--- src/design/grpw_pkg.sv ---
`timescale 1ns / 1ps
// Shared types and constants for the glyph row pixel writer.
// No dependencies; imported by every module of the block.
package grpw_pkg;

  localparam int GLYPH_WIDTH = 8;
  localparam int ROW_BITS    = 8;
  localparam int COL_W       = (GLYPH_WIDTH > 1) ? $clog2(GLYPH_WIDTH) : 1;
  localparam int COL_OUT_W   = 3;
  localparam int CFG_IDX_W   = 3;
  localparam int CFG_DATA_W  = 32;
  localparam int SIN_W       = 64;
  localparam int MOUT_W      = 72;
  localparam logic [7:0] BPP_DIRECT = 8'd32;

  typedef enum logic [CFG_IDX_W-1:0] {
    REG_FB_BASE       = 3'd0,
    REG_SCREEN_WIDTH  = 3'd1,
    REG_SCREEN_HEIGHT = 3'd2,
    REG_LINE_PITCH    = 3'd3,
    REG_BITS_PER_PIX  = 3'd4,
    REG_RED_SHIFT     = 3'd5,
    REG_GREEN_SHIFT   = 3'd6,
    REG_BLUE_SHIFT    = 3'd7
  } cfg_reg_t;

  typedef struct packed {
    logic [31:0] fb_base;
    logic [13:0] screen_width;
    logic [13:0] screen_height;
    logic [15:0] line_pitch;
    logic [7:0]  bits_per_pixel;
    logic [4:0]  red_shift;
    logic [4:0]  green_shift;
    logic [4:0]  blue_shift;
  } cfg_t;

  // One glyph row after clipping: row base address, packed pixel, live columns.
  typedef struct packed {
    logic [31:0]            base;
    logic [31:0]            word;
    logic [GLYPH_WIDTH-1:0] mask;
  } row_item_t;

endpackage

--- src/design/grpw_cfg.sv ---
`timescale 1ns / 1ps
// Configuration register file of the glyph row pixel writer.
// Depends on grpw_pkg.
module grpw_cfg
  import grpw_pkg::*;
(
  input  logic                  clk,
  input  logic                  rst,
  input  logic                  cfg_we,
  input  logic [CFG_IDX_W-1:0]  cfg_index,
  input  logic [CFG_DATA_W-1:0] cfg_data,
  output cfg_t                  cfg
);

  always_ff @(posedge clk) begin
    if (rst) begin
      cfg <= '0;
    end else if (cfg_we) begin
      case (cfg_reg_t'(cfg_index))
        REG_FB_BASE:       cfg.fb_base        <= cfg_data;
        REG_SCREEN_WIDTH:  cfg.screen_width   <= cfg_data[13:0];
        REG_SCREEN_HEIGHT: cfg.screen_height  <= cfg_data[13:0];
        REG_LINE_PITCH:    cfg.line_pitch     <= cfg_data[15:0];
        REG_BITS_PER_PIX:  cfg.bits_per_pixel <= cfg_data[7:0];
        REG_RED_SHIFT:     cfg.red_shift      <= cfg_data[4:0];
        REG_GREEN_SHIFT:   cfg.green_shift    <= cfg_data[4:0];
        REG_BLUE_SHIFT:    cfg.blue_shift     <= cfg_data[4:0];
        default: ;
      endcase
    end
  end

endmodule

--- src/design/grpw_front.sv ---
`timescale 1ns / 1ps
// Three-stage front end: clip, row multiply and pixel pack, base address add.
// Depends on grpw_pkg.
module grpw_front
  import grpw_pkg::*;
(
  input  logic         clk,
  input  logic         rst,
  input  cfg_t         cfg,
  input  logic         in_valid,
  output logic         in_ready,
  input  logic [15:0]  start_x,
  input  logic [15:0]  row_y,
  input  logic [7:0]   glyph_row,
  input  logic [23:0]  color,
  output logic         out_valid,
  input  logic         out_ready,
  output row_item_t    out_item
);

  logic                   v1, v2, v3;
  logic                   r1, r2, r3;
  logic [GLYPH_WIDTH-1:0] in_mask;
  logic                   row_ok;
  // stage 1
  logic [15:0]            x0_s1;
  logic [13:0]            y_s1;
  logic [23:0]            color_s1;
  logic [GLYPH_WIDTH-1:0] mask_s1;
  // stage 2
  logic [29:0]            prod_s2;
  logic [31:0]            pre_s2;
  logic [31:0]            word_s2;
  logic [GLYPH_WIDTH-1:0] mask_s2;
  logic [31:0]            word_pack;

  // Clip each column against the screen; rows off screen, a disabled
  // framebuffer or bits_per_pixel other than 32 give an empty mask.
  always_comb begin
    logic [16:0] xc;
    row_ok = (cfg.fb_base != '0) && (cfg.bits_per_pixel == BPP_DIRECT) &&
             !row_y[15] && (row_y < {2'b00, cfg.screen_height});
    for (int c = 0; c < GLYPH_WIDTH; c++) begin
      xc = {start_x[15], start_x} + 17'(c);
      if (GLYPH_WIDTH - 1 - c < ROW_BITS) begin
        in_mask[c] = glyph_row[(GLYPH_WIDTH - 1 - c) % ROW_BITS] && row_ok &&
                     !xc[16] && (xc[15:0] < {2'b00, cfg.screen_width});
      end else begin
        in_mask[c] = 1'b0;
      end
    end
  end

  always_comb begin
    word_pack = (32'(color_s1[23:16]) << cfg.red_shift) |
                (32'(color_s1[15:8])  << cfg.green_shift) |
                (32'(color_s1[7:0])   << cfg.blue_shift);
  end

  assign r3 = !v3 || out_ready;
  assign r2 = !v2 || r3;
  assign r1 = !v1 || r2;
  assign in_ready = r1;
  assign out_valid = v3;

  always_ff @(posedge clk) begin
    if (rst) begin
      v1 <= 1'b0;
      v2 <= 1'b0;
      v3 <= 1'b0;
    end else begin
      // rows with no visible pixel drop here
      if (r1) v1 <= in_valid && (in_mask != '0);
      if (r2) v2 <= v1;
      if (r3) v3 <= v2;
    end
  end

  always_ff @(posedge clk) begin
    if (r1) begin
      x0_s1    <= start_x;
      y_s1     <= row_y[13:0];
      color_s1 <= color;
      mask_s1  <= in_mask;
    end
    if (r2) begin
      prod_s2 <= {16'b0, y_s1} * {14'b0, cfg.line_pitch};
      pre_s2  <= cfg.fb_base + {{14{x0_s1[15]}}, x0_s1, 2'b00};
      word_s2 <= word_pack;
      mask_s2 <= mask_s1;
    end
    if (r3) begin
      out_item.base <= pre_s2 + {2'b00, prod_s2};
      out_item.word <= word_s2;
      out_item.mask <= mask_s2;
    end
  end

endmodule

--- src/design/grpw_emit.sv ---
`timescale 1ns / 1ps
// Pixel emitter: holds one clipped row and sends one write per live column,
// leftmost first, through a registered output. Depends on grpw_pkg.
module grpw_emit
  import grpw_pkg::*;
(
  input  logic                 clk,
  input  logic                 rst,
  input  logic                 in_valid,
  output logic                 in_ready,
  input  row_item_t            in_item,
  output logic                 m_tvalid,
  input  logic                 m_tready,
  output logic [31:0]          write_address,
  output logic [31:0]          pixel_word,
  output logic [COL_OUT_W-1:0] column,
  output logic                 last
);

  logic                   hold_valid;
  row_item_t              hold;
  logic [COL_W-1:0]       sel;
  logic [GLYPH_WIDTH-1:0] remaining;
  logic                   sel_last;
  logic                   out_load;
  logic                   fire;

  // leftmost live column
  always_comb begin
    sel = '0;
    for (int c = GLYPH_WIDTH - 1; c >= 0; c--) begin
      if (hold.mask[c]) sel = COL_W'(c);
    end
    remaining = hold.mask & ~(GLYPH_WIDTH'(1) << sel);
    sel_last  = (remaining == '0);
  end

  assign out_load = !m_tvalid || m_tready;
  assign fire     = hold_valid && out_load;
  assign in_ready = !hold_valid || (fire && sel_last);

  always_ff @(posedge clk) begin
    if (rst) begin
      hold_valid <= 1'b0;
      m_tvalid   <= 1'b0;
    end else begin
      if (in_ready) hold_valid <= in_valid;
      if (out_load) m_tvalid <= fire;
    end
  end

  always_ff @(posedge clk) begin
    if (in_ready) begin
      hold <= in_item;
    end else if (fire) begin
      hold.mask <= remaining;
    end
    if (fire) begin
      write_address <= hold.base + 32'({sel, 2'b00});
      pixel_word    <= hold.word;
      column        <= COL_OUT_W'(sel);
      last          <= sel_last;
    end
  end

endmodule

--- src/design/glyph_row_pixel_writer.sv ---
`timescale 1ns / 1ps
// Glyph row pixel writer. Each input item is one glyph row (bit 7 is the
// leftmost column), the signed screen position of its leftmost pixel and a
// 24-bit RGB color; every set bit that lands inside the configured screen
// becomes one output item: a 32-bit write address (fb_base + y*pitch + x*4,
// wrapped), the pixel word with red, green and blue at their configured
// shifts, and the column, with tlast on the final write of the row. Nothing
// is produced while fb_base is zero or bits_per_pixel is not 32. Rate: the
// output side moves one write per cycle while m_tready is held high, so a row
// with n visible pixels (up to 8) gives n writes; rows with no visible pixel
// are dropped at the input. Three front stages (clip, multiply and pack,
// base add) run ahead, so a new row is taken while the previous one is still
// being written; the first write of a row passes these stages, the emitter's
// row hold and its output register. Write configuration only while idle.
// Depends on grpw_pkg, grpw_cfg, grpw_front and grpw_emit.
module glyph_row_pixel_writer
  import grpw_pkg::*;
(
  input  logic                  clk,
  input  logic                  rst,
  // configuration write port
  input  logic                  cfg_we,
  input  logic [CFG_IDX_W-1:0]  cfg_index,
  input  logic [CFG_DATA_W-1:0] cfg_data,
  // input rows
  input  logic                  s_tvalid,
  output logic                  s_tready,
  input  logic [SIN_W-1:0]      s_tdata,   // start_x, row_y, glyph_row, color
  // output writes
  output logic                  m_tvalid,
  input  logic                  m_tready,
  output logic [MOUT_W-1:0]     m_tdata,   // write_address, pixel_word, column, zero pad
  output logic                  m_tlast
);

  cfg_t                 cfg;
  logic                 mid_valid;
  logic                 mid_ready;
  row_item_t            mid_item;
  logic [31:0]          write_address;
  logic [31:0]          pixel_word;
  logic [COL_OUT_W-1:0] column;

  grpw_cfg u_cfg (
    .clk       (clk),
    .rst       (rst),
    .cfg_we    (cfg_we),
    .cfg_index (cfg_index),
    .cfg_data  (cfg_data),
    .cfg       (cfg)
  );

  // unpack the input item and run it through clip and address stages
  grpw_front u_front (
    .clk       (clk),
    .rst       (rst),
    .cfg       (cfg),
    .in_valid  (s_tvalid),
    .in_ready  (s_tready),
    .start_x   (s_tdata[15:0]),
    .row_y     (s_tdata[31:16]),
    .glyph_row (s_tdata[39:32]),
    .color     (s_tdata[63:40]),
    .out_valid (mid_valid),
    .out_ready (mid_ready),
    .out_item  (mid_item)
  );

  // serialize live columns onto the output
  grpw_emit u_emit (
    .clk           (clk),
    .rst           (rst),
    .in_valid      (mid_valid),
    .in_ready      (mid_ready),
    .in_item       (mid_item),
    .m_tvalid      (m_tvalid),
    .m_tready      (m_tready),
    .write_address (write_address),
    .pixel_word    (pixel_word),
    .column        (column),
    .last          (m_tlast)
  );

  assign m_tdata = {{(MOUT_W - 64 - COL_OUT_W){1'b0}}, column, pixel_word, write_address};

endmodule

--- config.mk ---
export PLATFORM = sky130hd
export DESIGN_NAME = glyph_row_pixel_writer
export DESIGN_NICKNAME = d
export VERILOG_FILES = /design/src/design/grpw_pkg.sv /design/src/design/grpw_cfg.sv /design/src/design/grpw_front.sv /design/src/design/grpw_emit.sv /design/src/design/glyph_row_pixel_writer.sv
export SDC_FILE = /design/constraint.sdc
export NUM_CORES = 1
export LEC_CHECK = 0
export BUFFER_PORTS_ARGS = -buffer_cell sky130_fd_sc_hd__buf_4
export CORE_ASPECT_RATIO = 1.2
export CORE_UTILIZATION = 45
export CTS_BUF_LIST = sky130_fd_sc_hd__clkbuf_4 sky130_fd_sc_hd__clkbuf_8 sky130_fd_sc_hd__clkbuf_16
export DETAILED_ROUTE_END_ITERATION = 16
export PLACE_DENSITY_LB_ADDON = 0.3
export SLEW_MARGIN = 20
export SYNTH_ARGS = -nofsm -noshare
export SYNTH_HDL_FRONTEND = slang
export SYNTH_SLANG_ARGS = --single-unit
--- constraint.sdc ---
create_clock -name clk -period 14.26 [get_ports clk]
set_input_delay 3.565 -clock clk [delete_from_list [all_inputs] [get_ports clk]]
set_output_delay 3.565 -clock clk [all_outputs]
set_load 0.005 [all_outputs]
==> flow_metrics.env <==
export IMPL_outcome="complete, no violations"
export IMPL_maxCapViolCount=0
export IMPL_dp_hpwl_mm=57.4
export IMPL_synthMuxAreaShare=0.0156
export IMPL_synth_avg_cell_area_um2=10.3
export IMPL_antenna_found_initial=0
export IMPL_p_leak_nw=15.5
export IMPL_ys_ff_latch=480
export IMPL_route_detailed_drc=0
export IMPL_rows=106
export IMPL_maxSlewHeadroom=0.303
export IMPL_netlist_instances=3113
export IMPL_multi_input_area_um2=17100
export IMPL_synth_compound_area_frac=0.107
export IMPL_worst_ep_arrival_time_ns=6.03
export IMPL_viasPerCell=5.34
export IMPL_clockPowerShare=0.394
export IMPL_crit_fanout=63
export IMPL_final_cell_mix="nand2_1 (472), edfxtp_1 (376), inv_1 (282)"
export IMPL_internal_power_mw=2.67
export IMPL_crit_path_end_kind="output port"
export IMPL_grt_overflow=0
export IMPL_synth_top_family_by_area="adder cells"
export IMPL_synth_cell_type_count=81
export IMPL_hold_viol=0
export IMPL_combPwrFrac=0.125
export IMPL_layout_drive_gt1_share=0.0939
export IMPL_rsz0062_at_grt="false"
export IMPL_fin_worst_skew_ns=0.0170
export IMPL_synthArstFlopShare=0
export IMPL_grt_use_total=0.214
export IMPL_numCtsBuffers=50
export IMPL_grt_max_degree=95
export IMPL_reg2reg_from="u_front.y_s1[6]$_DFFE_PP_"
export IMPL_cts_sinks=480
export IMPL_r2r_slack_ns=7.51
export IMPL_hold_class="flip-flop to flip-flop"
export IMPL_design_area_um2=35800
export IMPL_pin_count=179
export IMPL_dieWidth_um=245
export IMPL_grt_pass1_wl_mm=120
export IMPL_die_area_um2=72100
export IMPL_via_count=22300
export IMPL_max_freq_mhz=104
export IMPL_drv_slew=0
export IMPL_cts_resized=0
export IMPL_tritoncts="built"
export IMPL_routedWlPerCell_um=18.2
export IMPL_tightest_slew_ns=1.05
export IMPL_clk_pin_slew_ns=0.06
export IMPL_antenna_cells=0
export IMPL_mostFrequentLayoutCell="nand2_1"
export IMPL_placed_cell_area_um2=34000
export IMPL_p_per_area_nw_per_um2=99.0
export IMPL_p_sw_frac=0.247
export IMPL_nets=3771
export IMPL_clock_latency_ns=0.60
export IMPL_start_util=0.456
export IMPL_ys_flop_type="edfxtp_1"
export IMPL_switchingPower_uw=874
export IMPL_startpoint="m_tready"
export IMPL_syn_area_um2=32000
export IMPL_cts_buffer_depth=3
export IMPL_crit_required_ns=10.69
export IMPL_ctsHoldBuffers=0
export IMPL_drt_total_wl_mm=76.2
export IMPL_finalSetupViolations=0
export IMPL_cp_start_kind="input pin"
export IMPL_synth_edf_count=376
export IMPL_areaGrowthSynthToFinish_pct=12.0
export IMPL_cts_htree_levels=2
export IMPL_gp_congestion=0.921
export IMPL_fp_dieH_um=294
export IMPL_port_buffers=173
export IMPL_yosysWarnings=0
export IMPL_synth_xor_area_frac=0.0540
export IMPL_synth_seq_area_share=0.418
export IMPL_antenna_left=0
export IMPL_min_from="u_front.out_item[40]$_DFFE_PP_"
export IMPL_first_global_vias=21700
export IMPL_synth_simple_gate_area_frac=0.141
export IMPL_postCtsSetupBuffers=0
export IMPL_regArea_um2=13400
export IMPL_num_fill_cells=6361
export IMPL_fin_crit_ns=9.59
export IMPL_post_route_period_util=0.673
export IMPL_core_area_um2=70000
export IMPL_seq_power_share=0.482
export IMPL_synth_adder_area_share=0.214
export IMPL_drt_iter0_markers=1333
export IMPL_ir_drop_mv=0.0863
export IMPL_criticalPathCategory="input pin to output port"
export IMPL_tns_ns=0
export IMPL_clk_root_buffer_cell="clkbuf_16"
export IMPL_first_pass_iters=5
sequential cells by signal (all words and copies together), names as in the netlist, 3 cells and up:
name                  count
u_cfg.cfg                99
u_emit.column             3
u_emit.hold              72
u_emit.pixel_word        32
u_emit.write_address     32
u_front.color_s1         24
u_front.mask_s1           8
u_front.mask_s2           8
u_front.out_item         72
u_front.pre_s2           32
u_front.prod_s2          30
u_front.word_s2          32
u_front.x0_s1            16
u_front.y_s1             14
routing by layer:
layer / GRT usage / wire (um) / vias to the layer above / part of all wire
met5: 0 / 0 / - / 0
met4: 0.0497 / 1500 / 0 / 0.020
met3: 0.0250 / 3780 / 101 / 0.050
met2: 0.350 / 35800 / 590 / 0.47
met1: 0.302 / 35100 / 10700 / 0.46
li1: - / - / 10900 / -
stage by stage:
| stage | setup WS (ns) | power, mW | hold WS (ns) | std cells | utilization |
|---|---|---|---|---|---|
| after CTS | 4.62 | 3.57 | 0.414 | 4178 | 0.511 |
| final | 4.67 | 3.54 | 0.410 | 4178 | 0.511 |
| after floorplan | 5.02 | 2.02 | 0.400 | 3117 | - |
| after global placement | 4.66 | 2.17 | 0.401 | 4087 | 0.485 |
| after global routing | 4.41 | 3.69 | 0.418 | 4178 | 0.511 |
| after detailed placement | 4.61 | 2.17 | 0.405 | 4087 | 0.485 |
final cells by class:
class                   instances  area share
repair buffers                180      0.0378
multi-input cells            2225       0.476
inverters                     284      0.0298
clock inverters                31      0.0122
clock buffers                  60      0.0381
flip-flops and latches        480       0.374
well taps                     918      0.0321
path summary, 6_finish.rpt:
kind / to / cells past startpoint
worst max-delay path: s_tready / 6
worst min-delay path: u_emit.hold[40]$_DFFE_PP_ / 0
worst max register to register: u_front.prod_s2[29]$_DFFE_PP_ / 22
worst min register to register: u_emit.hold[40]$_DFFE_PP_ / 0
logic make-up (layout without fill, tap and decap cells):
| family | after synthesis | in the layout |
|---|---|---|
| buffers and inverters | 412 | 555 |
| adders and majority gates | 446 | 446 |
| xor gates and xnor gates | 197 | 197 |
| and+or+nand+nor | 979 | 979 |
| other | 1 | 5 |
| muxes | 48 | 48 |
| AOI/OAI and AO/OA | 550 | 550 |
| DFF | 480 | 480 |
power groups by stage:
stage	clock (mW)	combinational, mW	sequential (mW)
after CTS	1.42	0.441	1.71
after global placement	0	0.434	1.73
after detailed placement	0	0.438	1.74
after global routing	1.48	0.496	1.72
after floorplan	0	0.326	1.70
final	1.39	0.441	1.71
cells in the mapped netlist (all sizes together) (82+ instances only):
master,instances,area [um^2]
ha,278,3480
xnor2,115,1010
a21oi,212,1070
edfxtp,376,11300
fa,168,3360
xor2,82,718
clkbuf,106,399
and2,110,688
inv,283,1060
o21ai,114,571
nor2,144,541
nand2,474,1780
dfxtp,104,2080
worst max-delay path, cell delays in order:
cell and delay (ns):
buf_4 0.11, nor2b_1 0.46, o21ai_4 0.22, nor2_1 0.47, nand3_4 0.77, buf_4 0.42
(Power assumes the default switching activity.)
